===== src/rtl/cmob_pkg.sv =====
package cmob_pkg;

	localparam int MAX_DIM = 4096;
	localparam int MAX_ICON = 256;

	localparam int NUM_REGS = 6;
	localparam int ADDR_W = $clog2(4 * NUM_REGS);
	localparam int NUM_STAGES = 4;

	localparam logic [7:0] ICON_MASK = 8'(MAX_ICON - 1);
	localparam logic [7:0] ALPHA_MAX = 8'hff;

	typedef enum logic [2:0] {
		REG_FG_ARGB    = 3'd0,
		REG_ORIGIN_X   = 3'd1,
		REG_ORIGIN_Y   = 3'd2,
		REG_BUF_WIDTH  = 3'd3,
		REG_BUF_HEIGHT = 3'd4,
		REG_ROW_STRIDE = 3'd5
	} reg_idx_t;

	typedef struct packed {
		logic [7:0]  icon_col;
		logic [7:0]  icon_row;
		logic [7:0]  coverage;
		logic [31:0] dest_pixel;
	} pix_item_t;

	typedef struct packed {
		logic        write_enable;
		logic [23:0] pixel_address;
		logic [31:0] out_pixel;
	} res_item_t;

	typedef struct packed {
		logic [31:0] fg_argb;
		logic [12:0] origin_x;
		logic [12:0] origin_y;
		logic [12:0] buf_width;
		logic [12:0] buf_height;
		logic [12:0] row_stride;
	} cfg_t;

	typedef struct packed {
		logic [NUM_STAGES-1:0] load;
	} pipe_ctl_t;

	// Exact quotient by 255 for any product of two 8-bit values.
	function automatic logic [7:0] div255(input logic [15:0] x);
		logic [16:0] t;
		t = 17'(x) + 17'(x[15:8]) + 17'd1;
		return t[15:8];
	endfunction

	function automatic logic [12:0] clamp_dim(input logic [12:0] d);
		return (32'(d) > MAX_DIM) ? 13'(MAX_DIM) : d;
	endfunction

endpackage


===== src/rtl/cmob_regs.sv =====
module cmob_regs
	import cmob_pkg::*;
(
	input  logic              clk,
	input  logic              arst_n,
	input  logic              psel,
	input  logic              penable,
	input  logic              pwrite,
	input  logic [ADDR_W-1:0] paddr,
	input  logic [31:0]       pwdata,
	output logic [31:0]       prdata,
	output logic              pready,
	output cfg_t              cfg
);

	cfg_t     cfg_q;
	logic     wr;
	reg_idx_t idx;

	assign pready = 1'b1;
	assign wr = psel & penable & pwrite;
	assign idx = reg_idx_t'(paddr[ADDR_W-1:2]);
	assign cfg = cfg_q;

	always_ff @(posedge clk or negedge arst_n) begin
		if (!arst_n) begin
			cfg_q <= '0;
		end else if (wr) begin
			case (idx)
				REG_FG_ARGB: begin
					cfg_q.fg_argb <= pwdata;
				end
				REG_ORIGIN_X: begin
					cfg_q.origin_x <= pwdata[12:0];
				end
				REG_ORIGIN_Y: begin
					cfg_q.origin_y <= pwdata[12:0];
				end
				REG_BUF_WIDTH: begin
					cfg_q.buf_width <= pwdata[12:0];
				end
				REG_BUF_HEIGHT: begin
					cfg_q.buf_height <= pwdata[12:0];
				end
				REG_ROW_STRIDE: begin
					cfg_q.row_stride <= pwdata[12:0];
				end
				default: begin
				end
			endcase
		end
	end

	always_comb begin
		case (idx)
			REG_FG_ARGB:    prdata = cfg_q.fg_argb;
			REG_ORIGIN_X:   prdata = {19'd0, cfg_q.origin_x};
			REG_ORIGIN_Y:   prdata = {19'd0, cfg_q.origin_y};
			REG_BUF_WIDTH:  prdata = {19'd0, cfg_q.buf_width};
			REG_BUF_HEIGHT: prdata = {19'd0, cfg_q.buf_height};
			REG_ROW_STRIDE: prdata = {19'd0, cfg_q.row_stride};
			default:        prdata = '0;
		endcase
	end

endmodule


===== src/rtl/cmob_pipe_ctl.sv =====
module cmob_pipe_ctl
	import cmob_pkg::*;
(
	input  logic      clk,
	input  logic      arst_n,
	input  logic      pix_valid,
	output logic      pix_ready,
	output logic      res_valid,
	input  logic      res_ready,
	output pipe_ctl_t ctl
);

	logic [NUM_STAGES-1:0] valid_q;
	logic [NUM_STAGES-1:0] rdy;

	// A stage takes new contents when it is empty or its contents move on.
	always_comb begin
		rdy[NUM_STAGES-1] = !valid_q[NUM_STAGES-1] || res_ready;
		for (int k = NUM_STAGES - 2; k >= 0; k--) begin
			rdy[k] = !valid_q[k] || rdy[k+1];
		end
	end

	assign pix_ready = rdy[0];
	assign res_valid = valid_q[NUM_STAGES-1];
	assign ctl.load = rdy;

	always_ff @(posedge clk or negedge arst_n) begin
		if (!arst_n) begin
			valid_q <= '0;
		end else begin
			if (rdy[0]) begin
				valid_q[0] <= pix_valid;
			end
			for (int k = 1; k < NUM_STAGES; k++) begin
				if (rdy[k]) begin
					valid_q[k] <= valid_q[k-1];
				end
			end
		end
	end

endmodule


===== src/rtl/cmob_datapath.sv =====
module cmob_datapath
	import cmob_pkg::*;
(
	input  logic      clk,
	input  cfg_t      cfg,
	input  pipe_ctl_t ctl,
	input  pix_item_t pix,
	output res_item_t res
);

	logic signed [13:0] bx;
	logic signed [13:0] by;
	logic               in_buf;
	logic [7:0]         col;
	logic [7:0]         row;
	logic [7:0]         inv;

	logic        inside_s1;
	logic [12:0] bx_s1;
	logic [12:0] by_s1;
	logic [15:0] prod_a_s1;
	logic [31:0] dst_s1;

	logic        inside_s2;
	logic [7:0]  srca_s2;
	logic [25:0] rowoff_s2;
	logic [12:0] bx_s2;
	logic [31:0] dst_s2;

	logic            we_s3;
	logic [7:0]      srca_s3;
	logic [2:0][15:0] fgp_s3;
	logic [3:0][15:0] dsp_s3;
	logic [23:0]     addr_s3;
	logic [31:0]     dst_s3;

	logic [8:0] sum_a;
	logic [8:0] sum_r;
	logic [8:0] sum_g;
	logic [8:0] sum_b;

	res_item_t res_s4;

	assign col = pix.icon_col & ICON_MASK;
	assign row = pix.icon_row & ICON_MASK;
	assign bx = $signed({cfg.origin_x[12], cfg.origin_x}) + $signed({6'd0, col});
	assign by = $signed({cfg.origin_y[12], cfg.origin_y}) + $signed({6'd0, row});
	assign in_buf = !bx[13] && !by[13] &&
		(bx[12:0] < clamp_dim(cfg.buf_width)) &&
		(by[12:0] < clamp_dim(cfg.buf_height));

	always_ff @(posedge clk) begin
		if (ctl.load[0]) begin
			inside_s1 <= in_buf;
			bx_s1     <= bx[12:0];
			by_s1     <= by[12:0];
			prod_a_s1 <= cfg.fg_argb[31:24] * pix.coverage;
			dst_s1    <= pix.dest_pixel;
		end
	end

	always_ff @(posedge clk) begin
		if (ctl.load[1]) begin
			inside_s2 <= inside_s1;
			srca_s2   <= div255(prod_a_s1);
			rowoff_s2 <= by_s1 * cfg.row_stride;
			bx_s2     <= bx_s1;
			dst_s2    <= dst_s1;
		end
	end

	assign inv = ALPHA_MAX - srca_s2;

	always_ff @(posedge clk) begin
		if (ctl.load[2]) begin
			we_s3   <= inside_s2 && (srca_s2 != 8'd0);
			srca_s3 <= srca_s2;
			for (int c = 0; c < 3; c++) begin
				fgp_s3[c] <= cfg.fg_argb[8*c +: 8] * srca_s2;
			end
			for (int c = 0; c < 4; c++) begin
				dsp_s3[c] <= dst_s2[8*c +: 8] * inv;
			end
			addr_s3 <= 24'(rowoff_s2 + 26'(bx_s2));
			dst_s3  <= dst_s2;
		end
	end

	assign sum_a = 9'(srca_s3) + 9'(div255(dsp_s3[3]));
	assign sum_r = 9'(div255(fgp_s3[2])) + 9'(div255(dsp_s3[2]));
	assign sum_g = 9'(div255(fgp_s3[1])) + 9'(div255(dsp_s3[1]));
	assign sum_b = 9'(div255(fgp_s3[0])) + 9'(div255(dsp_s3[0]));

	always_ff @(posedge clk) begin
		if (ctl.load[3]) begin
			res_s4.write_enable  <= we_s3;
			res_s4.pixel_address <= we_s3 ? addr_s3 : 24'd0;
			res_s4.out_pixel     <= we_s3 ?
				{sum_a[7:0], sum_r[7:0], sum_g[7:0], sum_b[7:0]} : dst_s3;
		end
	end

	assign res = res_s4;

endmodule


===== src/rtl/coverage_mask_over_blend_top.sv =====
// Channel   Signals                          Transfer when
// pixel in  pix_valid, pix_ready, pix        pix_valid && pix_ready
// result    res_valid, res_ready, res        res_valid && res_ready
// config    psel, penable, pwrite, paddr,    psel && penable && pwrite
//           pwdata, prdata, pready
//
// One pixel is accepted per cycle while pix_ready is high; a stalled result can hold it low.
// The four register stages are clip and alpha product, alpha divide and row multiply,
// channel multiplies, then divide, sum and output register.
// Reset clears the stage valid bits and the configuration registers.
// A stalled result holds its stage; empty stages ahead of it keep accepting pixels.
module coverage_mask_over_blend_top
	import cmob_pkg::*;
(
	input  logic              clk,
	input  logic              arst_n,
	input  logic              pix_valid,
	output logic              pix_ready,
	input  pix_item_t         pix,
	output logic              res_valid,
	input  logic              res_ready,
	output res_item_t         res,
	input  logic              psel,
	input  logic              penable,
	input  logic              pwrite,
	input  logic [ADDR_W-1:0] paddr,
	input  logic [31:0]       pwdata,
	output logic [31:0]       prdata,
	output logic              pready
);

	cfg_t      cfg;
	pipe_ctl_t ctl;

	cmob_regs u_regs (
		.clk     (clk),
		.arst_n  (arst_n),
		.psel    (psel),
		.penable (penable),
		.pwrite  (pwrite),
		.paddr   (paddr),
		.pwdata  (pwdata),
		.prdata  (prdata),
		.pready  (pready),
		.cfg     (cfg)
	);

	cmob_pipe_ctl u_ctl (
		.clk       (clk),
		.arst_n    (arst_n),
		.pix_valid (pix_valid),
		.pix_ready (pix_ready),
		.res_valid (res_valid),
		.res_ready (res_ready),
		.ctl       (ctl)
	);

	cmob_datapath u_dp (
		.clk (clk),
		.cfg (cfg),
		.ctl (ctl),
		.pix (pix),
		.res (res)
	);

endmodule


===== config.mk =====
export PLATFORM = sky130hd
export DESIGN_NAME = coverage_mask_over_blend_top
export DESIGN_NICKNAME = d
export VERILOG_FILES = /design/src/rtl/cmob_pkg.sv /design/src/rtl/cmob_regs.sv /design/src/rtl/cmob_pipe_ctl.sv /design/src/rtl/cmob_datapath.sv /design/src/rtl/coverage_mask_over_blend_top.sv
export SDC_FILE = /design/constraint.sdc
export NUM_CORES = 2
export LEC_CHECK = 0
export ABC_AREA = 1
export BUFFER_PORTS_ARGS = -buffer_cell sky130_fd_sc_hd__buf_4
export CELL_PAD_IN_SITES_DETAIL_PLACEMENT = 0
export CELL_PAD_IN_SITES_GLOBAL_PLACEMENT = 1
export CORE_MARGIN = 5
export CORE_UTILIZATION = 45
export DETAILED_ROUTE_END_ITERATION = 7
export MAX_ROUTING_LAYER = met4
export PLACE_DENSITY = 0.85
export SYNTH_ARGS = -nofsm -noshare
export SYNTH_HDL_FRONTEND = slang
export SYNTH_SLANG_ARGS = --single-unit

===== constraint.sdc =====
create_clock -name clk -period 8.75 [get_ports clk]
set_clock_uncertainty 0.2 [all_clocks]
set_input_delay 0.875 -clock clk [delete_from_list [all_inputs] [get_ports clk]]
set_output_delay 0.875 -clock clk [all_outputs]
set_load 0.02 [all_outputs]

Word level (Yosys, flattened, before mapping):

Index checks and enable logic that the tools add are counted.

* $mul: 9
* add/sub/neg operators: 24
* equal/unequal tests: 5
* shift operators: 0
* bitwise logic cells: 2
* divide/modulo/power cells: 0
* multiplexer cells: 4
* order comparisons: 4
* reduce and logical (&&, ||, !) cells: 22

Operators by type and width (number)
* $pmux 32 s6: 1
* $add 16x1->16 const B: 8
* $add 16x8->16: 8
* $mul 8x8->16: 8
* $add 8x8->8: 4
* $mux 32: 1
* $add 13x9->14: 2
* $gt 13x13->1 const B: 2
* $lt 13x13->1: 2
* $mux 13: 2
* $add 24x13->24: 1
* $mul 13x13->24: 1
* $reduce_and 2->1: 6
* $reduce_bool 8->1: 1
* $sub 8x8->8 const A: 1
* $eq 3x2->1 const B: 2
* $eq 3x3->1 const B: 2
* $logic_not 1->1: 6
* $logic_and 1x1->1: 4
* $logic_or 1x1->1: 4
* $eq 3x1->1 const B: 1
* $logic_not 3->1: 1
* $and 1x1->1: 2

* output and inout bits: 92
* logic and storage cells: 104
* bits in latches: 0
* bits in read-only memories: 0
* bits in registers: 488
* memories kept: 0
* RAM bits: 0

Logic depth before layout (Yosys ltp):

* depth after elaboration: 5
* mapped depth: 24
* depth with buffers taken out: 23

Cells and area by module:

From an unflattened synthesis, not the netlist that was laid out.

* cells, all modules: 5152
* area total of the unflattened synthesis: 45277.2 µm²

Modules (own cells, without submodules)
* cmob_datapath: times used 1, area an instance 40301.2 µm², sequential area each 11621.1 µm², cells an instance 4537
* cmob_regs: times used 1, area an instance 4805.9 µm², sequential area each 2427.3 µm², cells an instance 597
* cmob_pipe_ctl: times used 1, area an instance 170.2 µm², sequential area each 100.1 µm², cells an instance 18

Least setup slack after synthesis:

OpenSTA, ideal clock, no wires.

* kind: input to output
* from: in res_ready
* to: out pix_ready
* stages: 6
* required time: 7.675 ns
* path slack: -0.101 ns
* path buffers: 0
* arrival: 7.776 ns
* cell sequence: nor2_1 -> inv_1 -> nor2_1 -> inv_1 -> nor2_1 -> nand2_1

RTL lines
* start, declared: RTL line coverage_mask_over_blend_top.sv:21 `input logic res_ready,`
* end, declared: RTL line coverage_mask_over_blend_top.sv:18 `output logic pix_ready,`

Final worst setup path:

* from: reg u_dp.by_s1[7]
* to: reg u_dp.rowoff_s2[17], data pin

* longest elaborated chain between the ends: 1

Ends and longest elaborated chain
* start, declared: RTL line cmob_datapath.sv:20 `logic [12:0] by_s1;`
* start signal, assigned: RTL line cmob_datapath.sv:56 `by_s1 <= by[12:0];`
* $mul 13x13->24: RTL line cmob_datapath.sv:66 `rowoff_s2 <= by_s1 * cfg.row_stride;`
* end signal, assigned: RTL line cmob_datapath.sv:66
* end, declared: RTL line cmob_datapath.sv:26 `logic [25:0] rowoff_s2;`

No other way between the ends.
A chain may end at the register's enable or synchronous reset.

==> impl_metrics.toml <==
[logic_synthesis]
ys_async_sr_fraction = 0.2070
yosys_register_bits = 488
synth-xor-area-share = 0.03863
synth_sequential_area_ratio = 0.3151
synthDistinctLibCells = 55
synth_top_family_by_area = "adder cells"
yosys-mux-area-fraction = 0
synth_compound_gate_area_share = 0.06627
yosys.area_share.simple = 0.1526
nets_in_the_synthesized_netlist = 6090
syn-mean-instance-area_um2 = 8.824
synth.yosys.warnings = 0
synth_cells = 5088
synth.top_cell.area_share = 0.2588
post_synth_fa_ha_maj_area_fraction = 0.3208
synth_area_leader_cell = "sky130_fd_sc_hd__edfxtp_1"
postSynth.topFlopCell = "sky130_fd_sc_hd__edfxtp_1"
yosys-top-cells-area = "sky130_fd_sc_hd__edfxtp_1 26%, sky130_fd_sc_hd__fa_1 19%, sky130_fd_sc_hd__ha_1 14%"
most_used_standard_cell_by_instance_count_after_synthesis = "sky130_fd_sc_hd__nand2_1"
synth_top_cells_by_count = "1,169 x sky130_fd_sc_hd__nand2_1, 1,110 x sky130_fd_sc_hd__inv_1, 487 x sky130_fd_sc_hd__ha_1, 415 x sky130_fd_sc_hd__fa_1, 387 x sky130_fd_sc_hd__edfxtp_1"
synth_area_mm2 = 0.04490
synth_enable_flop_cells = 387

[placed_design]
post-dp-hpwl_um = 82600
gp_congestion = 0.9203
port-buffer-count = 188

[clock_network]
clkSlewWorstSetupHoldPaths_ns = 0.06
post_cts_resized = 0
cts_max_level = 2
cts_root_buffer = "sky130_fd_sc_hd__clkbuf_16"
cts_max_path_buffers = 3
cts_tree = "yes"
clock_insertion_delay_worst_skew_ns = 0.66
number_of_buffers_added_by_the_clock_tree_synthesis_step = 59
clock_sinks = 488

[worst_setup_path]
start_kind = "flip-flop"
slowest_stage_cell_cp = "sky130_fd_sc_hd__edfxtp_1"
setup.worst_path.end_class = "flip-flop"
cp_data_required_time_ns = 8.96
path_cells = "nand2_1, inv_1, fa_1, inv_1, fa_1, inv_1, fa_1, inv_1, fa_1, fa_1, inv_1, ha_1, nand2_1, o21ai_1, nor2_1, o21ai_1, a21oi_1, xnor2_1"
timing.setup.critical_path_class = "flip-flop to flip-flop"
cp_max_fo = 13
cpLargestDelayFamily = "adder cells"
max_stage_delay_ns = 0.67
critical_path_buf_inv_count = 5
critPathArrivalTime_ns = 5.58

[cells_and_area]
syn_to_final_growth_pct = 10.23
antenna_cells_inserted = 0
fraction_of_final_layout_cells_sized_beyond_drive_strength_1 = 0.07000
n_fill_cell = 9180
nets = 6209
area_of_the_multi_input_gates_mm2 = 0.02597
area_of_all_sequential_standard_cells_mm2 = 0.01415

[sta]
min_period_over_period = 0.6139
setup_viol_count_final = 0
timing_hold_violations_final = 0
setup_total_negative_slack_ns = 0
finalMaxSlewViolations = 0
relSlewSlack = 0.2007
timing_worst_slew_pin_value_ns = 1.196
timing.fmax_ghz = 0.1862
period_minus_slack_ns = 5.372
grt_setup_unrepaired = "false"

[routing]
drt-total-wl_um = 106800
drt-pass1-iter-count = 5
post_drt_via_cell_ratio = 5.026
detailroute.via_count = 32890
drt-wirelength-per-cell_um = 16.32
dr.first_iter.drc_count = 1966
detail-route-antenna-nets = 0
drc = 0

[run_status]
status = "finished clean"

[floorplanning]
placement_rows = 115
floorplan.core_area_mm2 = 0.09871
start_util = 0.4548
die_h_um = 325.9
die_area_mm2 = 0.1062
number_of_top_level_design_ports = 192
dieWidth_um = 325.9

[global_routing]
gr-usage-all-layers = 0.2086
grt_remaining_overflow = 0
number_of_global_route_vias_before_repair = 33130
antenna_found_initial = 0
grt_pass1_wl_um = 174000
grt_start_max_net_pins = 73

[run]
max_cap_viol_count = 0

[hold_path]
hold_class = "input port to flip-flop"
## worst paths after layout
kind	from	endpoint	slack, ns	depth (start not counted)
worst max-delay path	u_dp.by_s1[7]	u_dp.rowoff_s2[17]	3.38	18
worst min register to register	u_dp.bx_s1[8]	u_dp.bx_s2[8]	0.20	0
worst min-delay path	pix[28]	u_dp.dst_s1[28]	0.19	1
worst max register to register	u_dp.by_s1[7]	u_dp.rowoff_s2[17]	3.38	18
min in group asynchronous	arst_n	u_regs.cfg[23]	0.51	2
max in group asynchronous	arst_n	u_regs.cfg[27]	6.53	3
## metrics by stage
| stage | hold slack, ns | instance area [µm²] | instances | util | worst slack [ns] |
|---|---|---|---|---|---|
| detailed placement | 0.2045 | 47480 | 6432 | 0.4810 | 3.389 |
| floorplan | 0.2003 | 44900 | 5088 | - | 1.354 |
| global placement | 0.2025 | 47480 | 6432 | 0.4810 | 3.409 |
| global route | 0.1495 | 49490 | 6544 | 0.5014 | 3.085 |
| finish | 0.1885 | 49490 | 6544 | 0.5014 | 3.378 |
| CTS | 0.1324 | 49490 | 6544 | 0.5014 | 3.410 |
## placed cells by master (no fill, tap or decap), drive strengths merged, types with 59 or more instances in the layout
cell and n:
nand2 1181, inv 1119, ha 487, fa 415
edfxtp 387, nor2 331, a21oi 233, buf 207
o21ai 183, xor2 139, nand3 106, dfrtp 101
clkbuf 74, xnor2 59
## per-layer routing
metal	track usage	wire, µm	up-vias
met2	0.3267	48250	891
li1	-	-	16110
met4	0.05141	2677	0
met5	-	0	-
met1	0.2830	48190	15730
met3	0.03989	7658	155
## worst register-to-register path, stage by stage, from the launching register on
cell,delay [ns]
sky130_fd_sc_hd__edfxtp_1,0.67
sky130_fd_sc_hd__nand2_1,0.17
sky130_fd_sc_hd__inv_1,0.07
sky130_fd_sc_hd__fa_1,0.52
sky130_fd_sc_hd__inv_1,0.05
sky130_fd_sc_hd__fa_1,0.49
sky130_fd_sc_hd__inv_1,0.06
sky130_fd_sc_hd__fa_1,0.50
sky130_fd_sc_hd__inv_1,0.05
sky130_fd_sc_hd__fa_1,0.49
sky130_fd_sc_hd__fa_1,0.49
sky130_fd_sc_hd__inv_1,0.04
sky130_fd_sc_hd__ha_1,0.34
sky130_fd_sc_hd__nand2_1,0.14
sky130_fd_sc_hd__o21ai_1,0.20
sky130_fd_sc_hd__nor2_1,0.11
sky130_fd_sc_hd__o21ai_1,0.27
sky130_fd_sc_hd__a21oi_1,0.13
sky130_fd_sc_hd__xnor2_1,0.15
## registers in the layout, summed over array words and instances (netlist names), 16 cells and up
signal / count
u_regs.cfg: 97
u_dp.dst_s3: 32
u_dp.dst_s2: 32
u_dp.dst_s1: 32
u_dp.fgp_s3: 48
u_dp.dsp_s3: 64
u_dp.rowoff_s2: 24
u_dp.res: 57
u_dp.prod_a_s1: 16
u_dp.addr_s3: 24
## cells by family (layout without fill, tap and decap cells)
logic type	Yosys count	in the layout
simple gates	1702	1702
buf+inv	1266	1435
fa+ha+maj	902	902
compound gates	531	531
flops	488	488
xor+xnor	198	198
other cells	1	1
## cell type report
class / count / share of cell area
timing repair buffer: 208 / 0.03160
tap: 1287 / 0.03254
clock buffer: 74 / 0.03347
sequential: 488 / 0.2859
multi-input combinational: 3334 / 0.5248
inverter: 1116 / 0.08475
clock inverter: 37 / 0.006902
## repair_timing
item	4_1_cts	5_1_grt
buffers inserted	0	0
hold endpoints to repair	30	0
hold buffers	1	0
Power is left out: the tool's default activity adds up to more than one toggle a clock period on the data nets, which glitch-free logic cannot reach.
